===== src/hw/rtl/pmsfr_pkg.sv =====
package pmsfr_pkg;

   localparam int FRAME_BYTES = 32;
   localparam int SUM_BYTES   = 30;
   localparam int MEAS_COUNT  = 12;
   localparam int FIELD_COUNT = 14;
   localparam int SEEN_W      = $clog2(FRAME_BYTES + 1);
   localparam int QUEUE_DEPTH = 2;

   localparam logic [7:0] HEADER_0 = 8'h42;
   localparam logic [7:0] HEADER_1 = 8'h4D;

   localparam logic [31:0] READ_INTERVAL_RESET = 32'd60000;
   localparam logic [15:0] WARMUP_RESET        = 16'd1000;
   localparam logic [15:0] READ_TIMEOUT_RESET  = 16'd3000;

   typedef logic [1:0]        status_type;
   typedef logic [3:0]        field_index_type;
   typedef logic [15:0]       word_type;
   typedef logic [SEEN_W-1:0] seen_type;

   localparam status_type STATUS_PENDING = 2'd0;
   localparam status_type STATUS_OK      = 2'd1;
   localparam status_type STATUS_FAIL    = 2'd2;

   localparam field_index_type VERSION_FIELD  = field_index_type'(MEAS_COUNT);
   localparam field_index_type CHECKSUM_FIELD = field_index_type'(FIELD_COUNT - 1);

   typedef struct packed {
      logic [MEAS_COUNT-1:0][15:0] meas;
      logic [7:0]                  version;
      word_type                    checksum;
   } frame_type;

   // One classified item handed from the front to the back
   typedef struct packed {
      status_type status;
      logic       enable;
      frame_type  frame;
   } job_type;

   function automatic word_type field_value(frame_type f, field_index_type idx);
      word_type v;
      if (idx < VERSION_FIELD) begin
         v = f.meas[idx];
      end else if (idx == VERSION_FIELD) begin
         v = {8'd0, f.version};
      end else begin
         v = f.checksum;
      end
      return v;
   endfunction

endpackage


===== src/hw/rtl/pmsfr_queue.sv =====
module pmsfr_queue #(
   parameter int WIDTH = 8,
   parameter int DEPTH = 2
) (
   input  logic             clock,
   input  logic             reset,
   input  logic             push,
   input  logic [WIDTH-1:0] push_data,
   output logic             full,
   input  logic             pop,
   output logic [WIDTH-1:0] pop_data,
   output logic             empty
);

   localparam int PTR_W = (DEPTH > 1) ? $clog2(DEPTH) : 1;
   localparam int CNT_W = $clog2(DEPTH + 1);

   logic [WIDTH-1:0] mem_ff [DEPTH];
   logic [PTR_W-1:0] wr_ptr_ff, wr_ptr_in;
   logic [PTR_W-1:0] rd_ptr_ff, rd_ptr_in;
   logic [CNT_W-1:0] count_ff, count_in;
   logic             do_push, do_pop;

   assign full     = (count_ff == CNT_W'(DEPTH));
   assign empty    = (count_ff == '0);
   assign pop_data = mem_ff[rd_ptr_ff];
   assign do_push  = push && !full;
   assign do_pop   = pop && !empty;

   always_comb begin
      wr_ptr_in = wr_ptr_ff;
      rd_ptr_in = rd_ptr_ff;
      count_in  = count_ff;
      if (do_push) begin
         wr_ptr_in = (wr_ptr_ff == PTR_W'(DEPTH - 1)) ? '0 : wr_ptr_ff + PTR_W'(1);
      end
      if (do_pop) begin
         rd_ptr_in = (rd_ptr_ff == PTR_W'(DEPTH - 1)) ? '0 : rd_ptr_ff + PTR_W'(1);
      end
      if (do_push && !do_pop) begin
         count_in = count_ff + CNT_W'(1);
      end else if (do_pop && !do_push) begin
         count_in = count_ff - CNT_W'(1);
      end
   end

   always_ff @(posedge clock) begin
      if (reset) begin
         wr_ptr_ff <= '0;
         rd_ptr_ff <= '0;
         count_ff  <= '0;
      end else begin
         wr_ptr_ff <= wr_ptr_in;
         rd_ptr_ff <= rd_ptr_in;
         count_ff  <= count_in;
      end
   end

   always_ff @(posedge clock) begin
      if (do_push) begin
         mem_ff[wr_ptr_ff] <= push_data;
      end
   end

endmodule


===== src/hw/rtl/pmsfr_front.sv =====
module pmsfr_front (
   input  logic                clock,
   input  logic                reset,
   input  logic                req_push,
   output logic                req_full,
   input  logic                req_cmd,
   input  logic [7:0]          req_data_byte,
   input  logic [31:0]         req_now_ms,
   input  logic                csr_valid,
   output logic                csr_ready,
   input  logic [1:0]          csr_index,
   input  logic [31:0]         csr_data,
   output logic                job_push,
   output pmsfr_pkg::job_type  job_data,
   input  logic                job_full
);

   localparam logic [1:0] PH_SLEEP = 2'd0;
   localparam logic [1:0] PH_WARM  = 2'd1;
   localparam logic [1:0] PH_READ  = 2'd2;

   localparam logic [1:0] REG_READ_INTERVAL = 2'd0;
   localparam logic [1:0] REG_WARMUP        = 2'd1;
   localparam logic [1:0] REG_READ_TIMEOUT  = 2'd2;

   localparam int NB = pmsfr_pkg::FRAME_BYTES;

   logic [1:0]               phase_ff, phase_in;
   logic [7:0]               window_ff [NB];
   logic [7:0]               shifted [NB];
   pmsfr_pkg::seen_type      seen_ff, seen_in, seen_inc;
   pmsfr_pkg::word_type      sum_ff, sum_in, sum_next, sum_add, sum_sub;
   logic [31:0]              last_read_ff, last_read_in;
   logic [31:0]              act_ff, act_in;
   logic                     enable_ff, enable_in;
   logic [31:0]              interval_ff;
   logic [15:0]              warmup_ff, timeout_ff;
   logic [31:0]              since_act, since_last;
   logic                     accept, shift_en, frame_ok;
   pmsfr_pkg::frame_type     frame;

   assign accept    = req_push && !job_full;
   assign req_full  = job_full;
   assign csr_ready = 1'b1;
   assign since_act  = req_now_ms - act_ff;
   assign since_last = req_now_ms - last_read_ff;

   always_comb begin
      for (int i = 0; i < NB - 1; i++) begin
         shifted[i] = window_ff[i + 1];
      end
      shifted[NB - 1] = req_data_byte;
   end

   // Running sum of window bytes 0..29: add the byte entering position 29 once it
   // came in after warm-up, subtract the byte leaving only after it was counted
   always_comb begin
      seen_inc = (seen_ff < pmsfr_pkg::seen_type'(NB)) ?
                 seen_ff + pmsfr_pkg::seen_type'(1) : seen_ff;
      sum_add  = (seen_ff >= pmsfr_pkg::seen_type'(2)) ?
                 {8'd0, window_ff[pmsfr_pkg::SUM_BYTES]} : '0;
      sum_sub  = (seen_ff == pmsfr_pkg::seen_type'(NB)) ? {8'd0, window_ff[0]} : '0;
      sum_next = sum_ff + sum_add - sum_sub;
      frame_ok = (seen_inc == pmsfr_pkg::seen_type'(NB)) &&
                 (shifted[0] == pmsfr_pkg::HEADER_0) &&
                 (shifted[1] == pmsfr_pkg::HEADER_1) &&
                 (sum_next == {shifted[NB - 2], shifted[NB - 1]});
      for (int i = 0; i < pmsfr_pkg::MEAS_COUNT; i++) begin
         frame.meas[i] = {shifted[4 + 2 * i], shifted[5 + 2 * i]};
      end
      frame.version  = shifted[28];
      frame.checksum = {shifted[NB - 2], shifted[NB - 1]};
   end

   always_comb begin
      phase_in        = phase_ff;
      seen_in         = seen_ff;
      sum_in          = sum_ff;
      last_read_in    = last_read_ff;
      act_in          = act_ff;
      enable_in       = enable_ff;
      shift_en        = 1'b0;
      job_data.status = pmsfr_pkg::STATUS_PENDING;
      if (accept) begin
         unique case (phase_ff)
            PH_WARM: begin
               if (since_act >= 32'(warmup_ff)) begin
                  phase_in = PH_READ;
                  seen_in  = '0;
                  sum_in   = '0;
               end
            end
            PH_READ: begin
               if (req_cmd) begin
                  shift_en = 1'b1;
                  seen_in  = seen_inc;
                  sum_in   = sum_next;
                  if (frame_ok) begin
                     enable_in       = 1'b0;
                     last_read_in    = req_now_ms;
                     phase_in        = PH_SLEEP;
                     job_data.status = pmsfr_pkg::STATUS_OK;
                  end
               end else if (since_act > 32'(timeout_ff)) begin
                  enable_in       = 1'b0;
                  last_read_in    = req_now_ms;
                  phase_in        = PH_SLEEP;
                  job_data.status = pmsfr_pkg::STATUS_FAIL;
               end
            end
            default: begin
               phase_in = PH_SLEEP;
               if (since_last >= interval_ff) begin
                  enable_in = 1'b1;
                  act_in    = req_now_ms;
                  phase_in  = PH_WARM;
               end
            end
         endcase
      end
      job_data.enable = enable_in;
      job_data.frame  = frame;
   end

   assign job_push = accept;

   always_ff @(posedge clock) begin
      if (reset) begin
         phase_ff     <= PH_SLEEP;
         seen_ff      <= '0;
         sum_ff       <= '0;
         last_read_ff <= '0;
         act_ff       <= '0;
         enable_ff    <= 1'b0;
      end else begin
         phase_ff     <= phase_in;
         seen_ff      <= seen_in;
         sum_ff       <= sum_in;
         last_read_ff <= last_read_in;
         act_ff       <= act_in;
         enable_ff    <= enable_in;
      end
   end

   always_ff @(posedge clock) begin
      if (reset) begin
         interval_ff <= pmsfr_pkg::READ_INTERVAL_RESET;
         warmup_ff   <= pmsfr_pkg::WARMUP_RESET;
         timeout_ff  <= pmsfr_pkg::READ_TIMEOUT_RESET;
      end else if (csr_valid) begin
         unique case (csr_index)
            REG_READ_INTERVAL: interval_ff <= csr_data;
            REG_WARMUP:        warmup_ff   <= csr_data[15:0];
            REG_READ_TIMEOUT:  timeout_ff  <= csr_data[15:0];
            default: ;
         endcase
      end
   end

   always_ff @(posedge clock) begin
      if (shift_en) begin
         for (int i = 0; i < NB; i++) begin
            window_ff[i] <= shifted[i];
         end
      end
   end

endmodule


===== src/hw/rtl/pmsfr_back.sv =====
module pmsfr_back (
   input  logic                        clock,
   input  logic                        reset,
   input  logic                        job_empty,
   input  pmsfr_pkg::job_type          job_data,
   output logic                        job_pop,
   output logic                        rsp_empty,
   input  logic                        rsp_pop,
   output pmsfr_pkg::status_type       rsp_status,
   output logic                        rsp_sensor_enable,
   output pmsfr_pkg::field_index_type  rsp_field_index,
   output pmsfr_pkg::word_type         rsp_field_value,
   output logic                        rsp_last
);

   pmsfr_pkg::job_type          job_ff, job_in;
   logic                        busy_ff, busy_in;
   pmsfr_pkg::field_index_type  idx_ff, idx_in;
   logic                        out_valid_ff, out_valid_in;
   pmsfr_pkg::status_type       out_status_ff, out_status_in;
   logic                        out_enable_ff, out_enable_in;
   pmsfr_pkg::field_index_type  out_index_ff, out_index_in;
   pmsfr_pkg::word_type         out_value_ff, out_value_in;
   logic                        out_last_ff, out_last_in;
   logic                        out_free, is_ok, emit_last;

   assign out_free = !out_valid_ff || rsp_pop;
   assign job_pop  = !busy_ff && !job_empty;
   assign is_ok    = (job_ff.status == pmsfr_pkg::STATUS_OK);
   assign emit_last = !is_ok || (idx_ff == pmsfr_pkg::CHECKSUM_FIELD);

   always_comb begin
      job_in        = job_ff;
      busy_in       = busy_ff;
      idx_in        = idx_ff;
      out_valid_in  = out_valid_ff;
      out_status_in = out_status_ff;
      out_enable_in = out_enable_ff;
      out_index_in  = out_index_ff;
      out_value_in  = out_value_ff;
      out_last_in   = out_last_ff;
      if (job_pop) begin
         job_in  = job_data;
         busy_in = 1'b1;
         idx_in  = '0;
      end
      if (busy_ff && out_free) begin
         out_valid_in  = 1'b1;
         out_status_in = job_ff.status;
         out_enable_in = job_ff.enable;
         out_index_in  = is_ok ? idx_ff : '0;
         out_value_in  = is_ok ? pmsfr_pkg::field_value(job_ff.frame, idx_ff) : '0;
         out_last_in   = emit_last;
         busy_in       = !emit_last;
         idx_in        = idx_ff + pmsfr_pkg::field_index_type'(1);
      end else if (rsp_pop) begin
         out_valid_in = 1'b0;
      end
   end

   always_ff @(posedge clock) begin
      if (reset) begin
         busy_ff      <= 1'b0;
         out_valid_ff <= 1'b0;
      end else begin
         busy_ff      <= busy_in;
         out_valid_ff <= out_valid_in;
      end
   end

   always_ff @(posedge clock) begin
      job_ff        <= job_in;
      idx_ff        <= idx_in;
      out_status_ff <= out_status_in;
      out_enable_ff <= out_enable_in;
      out_index_ff  <= out_index_in;
      out_value_ff  <= out_value_in;
      out_last_ff   <= out_last_in;
   end

   assign rsp_empty         = !out_valid_ff;
   assign rsp_status        = out_status_ff;
   assign rsp_sensor_enable = out_enable_ff;
   assign rsp_field_index   = out_index_ff;
   assign rsp_field_value   = out_value_ff;
   assign rsp_last          = out_last_ff;

endmodule


===== src/hw/rtl/pm_sensor_frame_reader.sv =====
// Channel   Direction  Handshake          Payload
// req_      in         push / full        cmd, data_byte, now_ms
// rsp_      out        empty / pop        status, sensor_enable, field_index,
//                                         field_value, last
// csr_      in         valid / ready      index (2 bit), data (32 bit)
//
// The front takes one item per cycle while the job queue has room, updating
// the timers, the byte window and a running checksum in that cycle.
// The back emits one result per cycle from its output register while popped:
// a valid frame takes a load and fourteen results, any other item a load and one.
// Reset is synchronous; the window has no reset and is read only once 32 bytes
// have been taken since warm-up. A stalled pop backs up the queue, then req_full.
module pm_sensor_frame_reader #(
   parameter int QUEUE_DEPTH = pmsfr_pkg::QUEUE_DEPTH
) (
   input  logic                        clock,
   input  logic                        reset,
   input  logic                        req_push,
   output logic                        req_full,
   input  logic                        req_cmd,
   input  logic [7:0]                  req_data_byte,
   input  logic [31:0]                 req_now_ms,
   output logic                        rsp_empty,
   input  logic                        rsp_pop,
   output logic [1:0]                  rsp_status,
   output logic                        rsp_sensor_enable,
   output logic [3:0]                  rsp_field_index,
   output logic [15:0]                 rsp_field_value,
   output logic                        rsp_last,
   input  logic                        csr_valid,
   output logic                        csr_ready,
   input  logic [1:0]                  csr_index,
   input  logic [31:0]                 csr_data
);

   localparam int JOB_W = $bits(pmsfr_pkg::job_type);

   pmsfr_pkg::job_type  push_job, pop_job;
   logic [JOB_W-1:0]    push_vec, pop_vec;
   logic                job_push, job_full, job_pop, job_empty;

   pmsfr_front u_front (
      .clock         (clock),
      .reset         (reset),
      .req_push      (req_push),
      .req_full      (req_full),
      .req_cmd       (req_cmd),
      .req_data_byte (req_data_byte),
      .req_now_ms    (req_now_ms),
      .csr_valid     (csr_valid),
      .csr_ready     (csr_ready),
      .csr_index     (csr_index),
      .csr_data      (csr_data),
      .job_push      (job_push),
      .job_data      (push_job),
      .job_full      (job_full)
   );

   assign push_vec = push_job;
   assign pop_job  = pmsfr_pkg::job_type'(pop_vec);

   pmsfr_queue #(
      .WIDTH (JOB_W),
      .DEPTH (QUEUE_DEPTH)
   ) u_queue (
      .clock     (clock),
      .reset     (reset),
      .push      (job_push),
      .push_data (push_vec),
      .full      (job_full),
      .pop       (job_pop),
      .pop_data  (pop_vec),
      .empty     (job_empty)
   );

   pmsfr_back u_back (
      .clock             (clock),
      .reset             (reset),
      .job_empty         (job_empty),
      .job_data          (pop_job),
      .job_pop           (job_pop),
      .rsp_empty         (rsp_empty),
      .rsp_pop           (rsp_pop),
      .rsp_status        (rsp_status),
      .rsp_sensor_enable (rsp_sensor_enable),
      .rsp_field_index   (rsp_field_index),
      .rsp_field_value   (rsp_field_value),
      .rsp_last          (rsp_last)
   );

`ifndef NO_ASSERTIONS
   a_run_advances: assert property (@(posedge clock) disable iff (reset)
      (rsp_pop && !rsp_empty && rsp_status == pmsfr_pkg::STATUS_OK && !rsp_last) |=>
      (!rsp_empty && rsp_status == pmsfr_pkg::STATUS_OK &&
       rsp_field_index == 4'($past(rsp_field_index) + 4'd1)))
      else $error("frame run did not advance to the next field");

   a_single_result: assert property (@(posedge clock) disable iff (reset)
      (!rsp_empty && rsp_status != pmsfr_pkg::STATUS_OK) |->
      (rsp_last && rsp_field_index == 4'd0 && rsp_field_value == 16'd0))
      else $error("pending or failed result is not a single zero result");

   a_ok_last: assert property (@(posedge clock) disable iff (reset)
      (!rsp_empty && rsp_status == pmsfr_pkg::STATUS_OK) |->
      (rsp_last == (rsp_field_index == pmsfr_pkg::CHECKSUM_FIELD)))
      else $error("frame run ends at the wrong field");

   a_end_drops_enable: assert property (@(posedge clock) disable iff (reset)
      (!rsp_empty && rsp_status != pmsfr_pkg::STATUS_PENDING) |-> !rsp_sensor_enable)
      else $error("sensor enable still high after a reading ended");
`endif

endmodule


===== config.mk =====
export PLATFORM = sky130hd
export DESIGN_NAME = pm_sensor_frame_reader
export DESIGN_NICKNAME = d
export VERILOG_FILES = /design/src/hw/rtl/pmsfr_pkg.sv /design/src/hw/rtl/pmsfr_queue.sv /design/src/hw/rtl/pmsfr_front.sv /design/src/hw/rtl/pmsfr_back.sv /design/src/hw/rtl/pm_sensor_frame_reader.sv
export SDC_FILE = /design/constraint.sdc
export NUM_CORES = 1
export LEC_CHECK = 0
export BUFFER_PORTS_ARGS = -buffer_cell sky130_fd_sc_hd__buf_4
export CAP_MARGIN = 25
export CORE_AREA = 2 2 228 399
export CTS_CLUSTER_SIZE = 20
export DETAILED_ROUTE_END_ITERATION = 16
export DIE_AREA = 0 0 230 401
export GPL_ROUTABILITY_DRIVEN = 1
export PLACE_DENSITY = 0.68
export SLEW_MARGIN = 30
export SYNTH_ARGS = -nofsm -noshare
export SYNTH_HDL_FRONTEND = slang
export SYNTH_SLANG_ARGS = --single-unit

===== constraint.sdc =====
create_clock -name clock -period 23 [get_ports clock]
set_clock_uncertainty 0.1 [all_clocks]
set_input_delay 4.6 -clock clock [delete_from_list [all_inputs] [get_ports clock]]
set_output_delay 4.6 -clock clock [all_outputs]
set_load 0.02 [all_outputs]

==> qor.txt, run 1 <==
final net count = 3411
proportion of synthesized flip-flops having asynchronous set or reset = 0
count of buffers from port buffering = 105
largest fanout on the critical path = 33
library cell occupying the most area in the post-synthesis netlist = sky130_fd_sc_hd__edfxtp_1
number of gates resized after CTS = 0
detailed-placement wirelength estimate = 66300 µm
number of sinks handled by clock tree synthesis = 1100
top metal layer carrying routed signals = met4
cell types with the largest area share after synthesis = sky130_fd_sc_hd__edfxtp_1 62%, sky130_fd_sc_hd__dfxtp_1 6.9%, sky130_fd_sc_hd__mux2_2 5.6%
length of routed met2 wiring = 53400 µm
largest buffer count on any clock path = 3
required time of the worst setup path = 23.45 ns
post-synthesis mux area share = 0.0968
met3 routed wirelength = 4000 µm
setup bufs post-CTS = 0
standard cell core area = 88900 µm²
starting utilization of the core area = 0.517
Total Routed Length = 102000 µm
slack of the worst reg-to-reg path = 15.97 ns
Iteration-0 DRC Markers = 1879
length of routed wiring on met1 = 39000 µm
clock latency on the worst-skew pair = 0.70 ns
Power Dens Cells = 110 nW/µm²
Core Rows = 145
predominant post-synthesis flop cell = sky130_fd_sc_hd__edfxtp_1
highest attainable clock frequency = 0.0926 GHz
synthesized-area fraction occupied by and/or/nand/nor cells = 0.0662
post-synth cell types = 84
wire length of the first global-routing pass = 156000 µm
Max rail drop VDD = 0.0794 mV
antenna cells = 0
number of vias after detailed routing = 25500
outcome = complete, no violations
unrepaired setup endpoints after global routing = no
global routing usage summed across all routing layers = 0.222
pin count of the biggest net entering global routing = 150
Num CTS Buffers = 96
area fraction in compound gates after synthesis = 0.0636
leakage power of the design = 17.6 nW
number of H-tree branching levels = 3
number of synthesized register bits = 1100
average cell area after synthesis = 15.0 µm²
Final Slew Violations = 0
clock slew at reported path FFs = 0.07 ns
average detailed-routed wire length per instance = 23.0 µm
dominant combinational cell family by area after synthesis = multiplexers
count of final setup violators = 0
die area = 92200 µm²
Setup WS pre-CTS = 11.23 ns
count of TritonRoute iterations in the first routing pass = 5
Post-synth EDFFs = 941
critical setup path kind = in -> reg
post-synth top area share = 0.615
Placer Congestion = 0.941
clock tree from TritonCTS = built
Die Width = 230 µm
number of instances in the synthesized netlist = 3056
number of ports placed on the die boundary = 107
type of element launching the critical path = input pin
number of endpoints with negative hold slack in the final report = 0
number of antenna violations at the first check in global routing = 0
headroom to the max-slew limit = 0.346
Synth-to-Final Area Change = 11.5%
grt ovf = 0
root buf cell = sky130_fd_sc_hd__clkbuf_16
clock period minus worst slack = 10.79 ns
via-per-instance ratio = 5.76
worst path setup slack after routing = 12.21 ns
number of maximum-capacitance violations = 0
antenna viol nets, final = 0
Setup crit end kind = flop
adder-cell share of the synthesized area = 0.0458
net count after synthesis = 3298
vias in the first global route = 26300
ratio of final minimum period to clock period = 0.469
Worst-Margin Slew = 0.982 ns
synthesized area = 45900 µm²
worst min path class = reg -> reg
Synth Warn # = 0
number of remaining DRC errors = 0
setup TNS = 0 ns
Crit path arrival time = 11.25 ns
xor/xnor share of the synthesized area = 0.0175
number of buffers inserted for hold repair after clock tree synthesis = 0
share of layout cells above drive strength 1 = 0.181
Die Span Y = 401 µm
sequential-to-total area share from yosys stat = 0.685
-- stage by stage --
stage / std cells / util / hold WS (ns) / total power (W) / instance area, µm²
6_report: 4426 / 0.576 / 0.293 / 0.00563 / 51200
5_1_grt: 4426 / 0.576 / 0.313 / 0.00587 / 51200
4_1_cts: 4425 / 0.575 / 0.293 / 0.00570 / 51100
3_5_place_dp: 4246 / 0.540 / 0.305 / 0.00407 / 48000
3_3_place_gp: 4244 / 0.539 / 0.307 / 0.00404 / 47900
2_1_floorplan: 3056 / - / 0.300 / 0.00365 / 45900
-- placed cells by master, fill, tap and decap left out, types with 32 or more instances in the layout --
master | synthesis | routed
sky130_fd_sc_hd__edfxtp_1 | 941 | 941
sky130_fd_sc_hd__mux2_2 | 228 | 228
sky130_fd_sc_hd__a21oi_1 | 190 | 190
sky130_fd_sc_hd__inv_1 | 181 | 179
sky130_fd_sc_hd__dfxtp_1 | 159 | 158
sky130_fd_sc_hd__nand2_1 | 156 | 156
sky130_fd_sc_hd__ha_1 | 152 | 152
sky130_fd_sc_hd__nor2_1 | 135 | 133
sky130_fd_sc_hd__buf_4 | 1 | 120
sky130_fd_sc_hd__clkbuf_16 | 0 | 97
sky130_fd_sc_hd__o21ai_0 | 87 | 86
sky130_fd_sc_hd__nand3_1 | 68 | 68
sky130_fd_sc_hd__mux4_2 | 64 | 64
sky130_fd_sc_hd__xnor2_1 | 53 | 53
sky130_fd_sc_hd__a21o_1 | 48 | 47
sky130_fd_sc_hd__nand2b_1 | 42 | 42
sky130_fd_sc_hd__mux2i_1 | 41 | 41
sky130_fd_sc_hd__nor3_1 | 34 | 34
sky130_fd_sc_hd__nand4_1 | 32 | 32
-- kinds of logic after synthesis --
| kind of cell | count (synthesis) |
|---|---|
| AOI/OAI and AO/OA | 472 |
| xor gates and xnor gates | 84 |
| adders and majority gates | 162 |
| buffers and inverters | 298 |
| DFF | 1100 |
| muxes | 335 |
| other | 1 |
| and+or+nand+nor | 604 |
-- registers in the layout (all words and copies together) (netlist names) --
signal                    flops
u_queue.mem_ff              438
u_front.window_ff           256
u_back.job_ff               219
u_front.act_ff               32
u_front.interval_ff          32
u_front.last_read_ff         32
u_back.rsp_field_value       16
u_front.sum_ff               16
u_front.timeout_ff           16
u_front.warmup_ff            16
u_front.seen_ff               6
u_back.idx_ff                 4
u_back.rsp_field_index        4
u_back.rsp_status             2
u_front.phase_ff              2
u_queue.count_ff              2
u_back.busy_ff                1
u_back.out_valid_ff           1
u_back.rsp_last               1
u_back.rsp_sensor_enable      1
u_front.enable_ff             1
u_queue.rd_ptr_ff             1
u_queue.wr_ptr_ff             1
-- final cells by class --
type	instances	area [µm²]
Inverter	181	692
Sequential cell	1100	31400
Clock buffer	120	2510
Tap cell	1176	1470
Fill cell	6849	37700
Clock inverter	59	621
Timing Repair Buffer	132	1080
Multi-Input combinational cell	1658	13400
-- routing by layer --
layer  GRT usage  vias to the layer above
met2       0.396                      683
li1            -                    11700
met5           0                        -
met1       0.260                    12900
met4       0.117                        0
met3      0.0296                      197
-- path summary, 6_finish.rpt --
check | start | to | depth (start not counted)
setup / recovery | req_now_ms[0] | u_front.phase_ff[0]$_SDFFE_PP0P_ | 25
hold / removal | u_front.window_ff[0][38]$_DFFE_PP_ | u_front.window_ff[0][30]$_DFFE_PP_ | 0
setup reg to reg | u_front.last_read_ff[0]$_SDFFE_PP0P_ | u_front.phase_ff[0]$_SDFFE_PP0P_ | 23
hold reg to reg | u_front.window_ff[0][38]$_DFFE_PP_ | u_front.window_ff[0][30]$_DFFE_PP_ | 0
-- critical path, cell delays in order --
cell and delay (ns):
sky130_fd_sc_hd__buf_4 0.12, sky130_fd_sc_hd__inv_1 0.15, sky130_fd_sc_hd__ha_1 0.20, sky130_fd_sc_hd__inv_1 0.05, sky130_fd_sc_hd__fa_1 0.40, sky130_fd_sc_hd__a21o_1 0.19, sky130_fd_sc_hd__a21oi_1 0.21, sky130_fd_sc_hd__nor2b_1 0.13
sky130_fd_sc_hd__o211a_1 0.27, sky130_fd_sc_hd__o311ai_1 0.50, sky130_fd_sc_hd__a31oi_1 0.36, sky130_fd_sc_hd__or4_1 0.51, sky130_fd_sc_hd__a31o_2 0.28, sky130_fd_sc_hd__xor2_1 0.15, sky130_fd_sc_hd__ha_1 0.30, sky130_fd_sc_hd__a21o_1 0.17
sky130_fd_sc_hd__a21o_1 0.17, sky130_fd_sc_hd__a21o_1 0.17, sky130_fd_sc_hd__a21o_1 0.17, sky130_fd_sc_hd__a21oi_1 0.12, sky130_fd_sc_hd__o21ai_0 0.23, sky130_fd_sc_hd__a2111oi_0 0.73, sky130_fd_sc_hd__o21a_2 0.64, sky130_fd_sc_hd__nor3_1 0.10
sky130_fd_sc_hd__mux2_1 0.31
-- synthesized netlist by cell type, types with 21 or more instances --
cell,n
sky130_fd_sc_hd__edfxtp_1,941
sky130_fd_sc_hd__dfxtp_1,159
sky130_fd_sc_hd__nand4_1,32
sky130_fd_sc_hd__o21ai_0,87
sky130_fd_sc_hd__a211o_1,21
sky130_fd_sc_hd__nand3_1,68
sky130_fd_sc_hd__mux4_2,64
sky130_fd_sc_hd__xor2_1,26
sky130_fd_sc_hd__and3_1,23
sky130_fd_sc_hd__nor2_1,135
sky130_fd_sc_hd__ha_1,152
sky130_fd_sc_hd__a21oi_1,190
sky130_fd_sc_hd__mux2i_1,41
sky130_fd_sc_hd__nor2b_1,25
sky130_fd_sc_hd__mux2_2,228
sky130_fd_sc_hd__nand2b_1,42
sky130_fd_sc_hd__xnor2_1,53
sky130_fd_sc_hd__clkbuf_1,92
sky130_fd_sc_hd__o21a_1,21
sky130_fd_sc_hd__nor3_1,34
sky130_fd_sc_hd__and2_1,24
sky130_fd_sc_hd__nand2_1,156
sky130_fd_sc_hd__a21o_1,48
sky130_fd_sc_hd__inv_1,181
-- power breakdown --
group          internal [W]  switching [W]  leakage, nW
clock              0.000878       0.000738         1.50
combinational      0.000512       0.000757         6.12
sequential          0.00263       0.000113         10.0
(Power assumes the default switching activity.)
==> run 2, diff against run 1 <==
--- a/config.mk
+++ b/config.mk
@@ -12,7 +12,7 @@
 export DETAILED_ROUTE_END_ITERATION = 16
 export DIE_AREA = 0 0 230 401
 export GPL_ROUTABILITY_DRIVEN = 1
-export PLACE_DENSITY = 0.68
+export PLACE_DENSITY = 0.7
 export SLEW_MARGIN = 30
 export SYNTH_ARGS = -nofsm -noshare
 export SYNTH_HDL_FRONTEND = slang
==> constraint.sdc (replaced) <==
create_clock -name clock -period 9.8 [get_ports clock]
set_clock_uncertainty 0.1 [all_clocks]
set_input_delay 1.96 -clock clock [delete_from_list [all_inputs] [get_ports clock]]
set_output_delay 1.96 -clock clock [all_outputs]
set_load 0.02 [all_outputs]
==> qor.txt, run 2 (synthesis gave the netlist of run 1 again) <==
standard cell core area = 88900 µm² (unchanged)
number of instances in the placed design = 4250 (+0.094%)
required time of the worst setup path = 10.32 ns (-13.13 ns)
sequential cell area = 31400 µm² (unchanged)
clock tree from TritonCTS = built
count of final setup violators = 0 (unchanged)
Final Slew Violations = 0 (unchanged)
setup TNS = 0 ns (unchanged)
library cell appearing most often on the critical path = sky130_fd_sc_hd__a21o_1
Setup crit end kind = flop
Die Width = 230 µm (unchanged)
Crit path arrival time = 8.45 ns (-2.80 ns)
fillers = 6779 (-1.0%)
worst path buffer plus inverter count = 4 (+1)
leading cell type in the layout, fill and taps excluded = sky130_fd_sc_hd__edfxtp_1
number of gates resized after CTS = 0 (unchanged)
number of maximum-capacitance violations = 0 (unchanged)
headroom to the max-slew limit = 0.277 (-0.0681)
worst min path class = reg -> reg
dominant delay contributor by cell family on the critical path = compound AO/OA/AOI/OAI gates
largest buffer count on any clock path = 3 (unchanged)
final instance count without filler cells = 4423 (-0.068%)
Num CTS Buffers = 95 (-1.0%)
final net count = 3414 (+0.088%)
grt ovf = 0 (unchanged)
starting utilization of the core area = 0.517 (unchanged)
die area = 92200 µm² (unchanged)
wire length of the first global-routing pass = 153000 µm (-1.5%)
number of sinks handled by clock tree synthesis = 1100 (unchanged)
number of remaining DRC errors = 0 (unchanged)
setup bufs post-CTS = 0 (unchanged)
Core Rows = 145 (unchanged)
global routing usage summed across all routing layers = 0.219 (-0.00259)
Synth-to-Final Area Change = 11.5% (about the same)
antenna viol nets, final = 0 (unchanged)
Power Dens Cells = 258 nW/µm² (+130%)
pin count of the biggest net entering global routing = 159 (+6.0%)
type of element launching the critical path = input pin
largest fanout on the critical path = 20 (-39%)
Total Routed Length = 101000 µm (-0.79%)
clock slew at reported path FFs = 0.07 ns (about the same)
number of endpoints with negative hold slack in the final report = 0 (unchanged)
Regs by FF count = u_queue.mem_ff: 438 flops, u_front.window_ff: 256 flops, u_back.job_ff: 219 flops
critical hold path startpoint = u_front.window_ff[0][39]$_DFFE_PP_
leakage power of the design = 17.7 nW (+0.22%)
number of ports placed on the die boundary = 107 (unchanged)
number of vias after detailed routing = 25300 (-0.61%)
Iteration-0 DRC Markers = 1609 (-14%)
average detailed-routed wire length per instance = 22.9 µm (-0.72%)
number of H-tree branching levels = 3 (unchanged)
vias in the first global route = 26300 (+0.29%)
highest attainable clock frequency = 0.126 GHz
detailed-placement wirelength estimate = 66300 µm (+0.11%)
count of TritonRoute iterations in the first routing pass = 6 (+1)
most frequent cells in the layout = 941 x sky130_fd_sc_hd__edfxtp_1, 228 x sky130_fd_sc_hd__mux2_2, 190 x sky130_fd_sc_hd__a21oi_1
unrepaired setup endpoints after global routing = no
largest incremental delay on the critical path = 0.64 ns (-0.09 ns)
Max rail drop VDD = 0.230 mV (+190%)
Die Span Y = 401 µm (unchanged)
critical setup path kind = in -> reg
root buf cell = sky130_fd_sc_hd__clkbuf_16
Reg2Reg Launch Point = u_front.last_read_ff[0]$_SDFFE_PP0P_
area of the multi-input gates = 13400 µm² (about the same)
number of buffers inserted for hold repair after clock tree synthesis = 0 (unchanged)
Placer Congestion = 0.913 (-3.0%)
flip-flop count of the largest register, all copies and words added = 438 (unchanged)
clock period minus worst slack = 7.94 ns
ratio of final minimum period to clock period = 0.810
count of buffers from port buffering = 105 (unchanged)
largest register by flop count = u_queue.mem_ff
share of layout cells above drive strength 1 = 0.185 (+0.00330)
cell type of the slowest stage on the worst timing path = sky130_fd_sc_hd__o311ai_1
outcome = complete, no violations
via-per-instance ratio = 5.72 (-0.54%)
Worst-Margin Slew = 1.08 ns (+0.102 ns)
crit path from = req_now_ms[0]
number of antenna violations at the first check in global routing = 0 (unchanged)
clock latency on the worst-skew pair = 0.70 ns (about the same)
run 2: cell types whose count changed in the layout (fill, tap and decap cells not counted), moves of 4 or more:
cell                       delta
sky130_fd_sc_hd__buf_4       +10
sky130_fd_sc_hd__clkinv_2     +5
sky130_fd_sc_hd__buf_6        -4
sky130_fd_sc_hd__clkbuf_1    -15
sky130_fd_sc_hd__clkinv_4     +4
run 2: metal layers:
| metal | wire, µm | vias to the layer above | track usage | part of all wire |
|---|---|---|---|---|
| li1 | - | 11700 | - | - |
| met1 | 37400 | 12700 | 0.249 | 0.37 |
| met2 | 54000 | 677 | 0.398 | 0.53 |
| met3 | 4200 | 220 | 0.0287 | 0.042 |
| met4 | 5470 | 0 | 0.119 | 0.054 |
| met5 | 0 | - | 0 | 0 |
run 2: where the power goes:
part,internal [W],switching (W)
logic,0.00120,0.00175
registers,0.00617,0.000284
clock network,0.00208,0.00172
run 2: stage by stage:
step                power [W]  setup slack (ns)  cell area [µm²]   util  hold slack, ns
floorplan             0.00855             0.942            45900      -           0.300
global placement      0.00946              1.20            48000  0.540           0.302
detailed placement    0.00955              1.14            48000  0.540           0.305
CTS                    0.0134              1.88            51100  0.575           0.316
global route           0.0138              1.49            51200  0.576           0.326
finish                 0.0132              1.86            51200  0.576           0.315
run 2: path summary, 6_finish.rpt:
check / endpoint / slack, ns / cells after the start
worst min-delay path: u_front.window_ff[0][31]$_DFFE_PP_ / 0.31 / 0
worst max-delay path: u_front.act_ff[7]$_SDFFE_PP0P_ / 1.86 / 26
worst max register to register: u_front.act_ff[7]$_SDFFE_PP0P_ / 3.00 / 24
worst min register to register: u_front.window_ff[0][31]$_DFFE_PP_ / 0.31 / 0
run 2: layout make-up:
cell class	count	share of cell area
sequential	1100	0.614
multi-input combinational	1658	0.261
clock buffer	106	0.0485
tap	1176	0.0287
timing repair buffer	136	0.0210
inverter	181	0.0134
clock inverter	65	0.0130
antenna	1	0.0000489
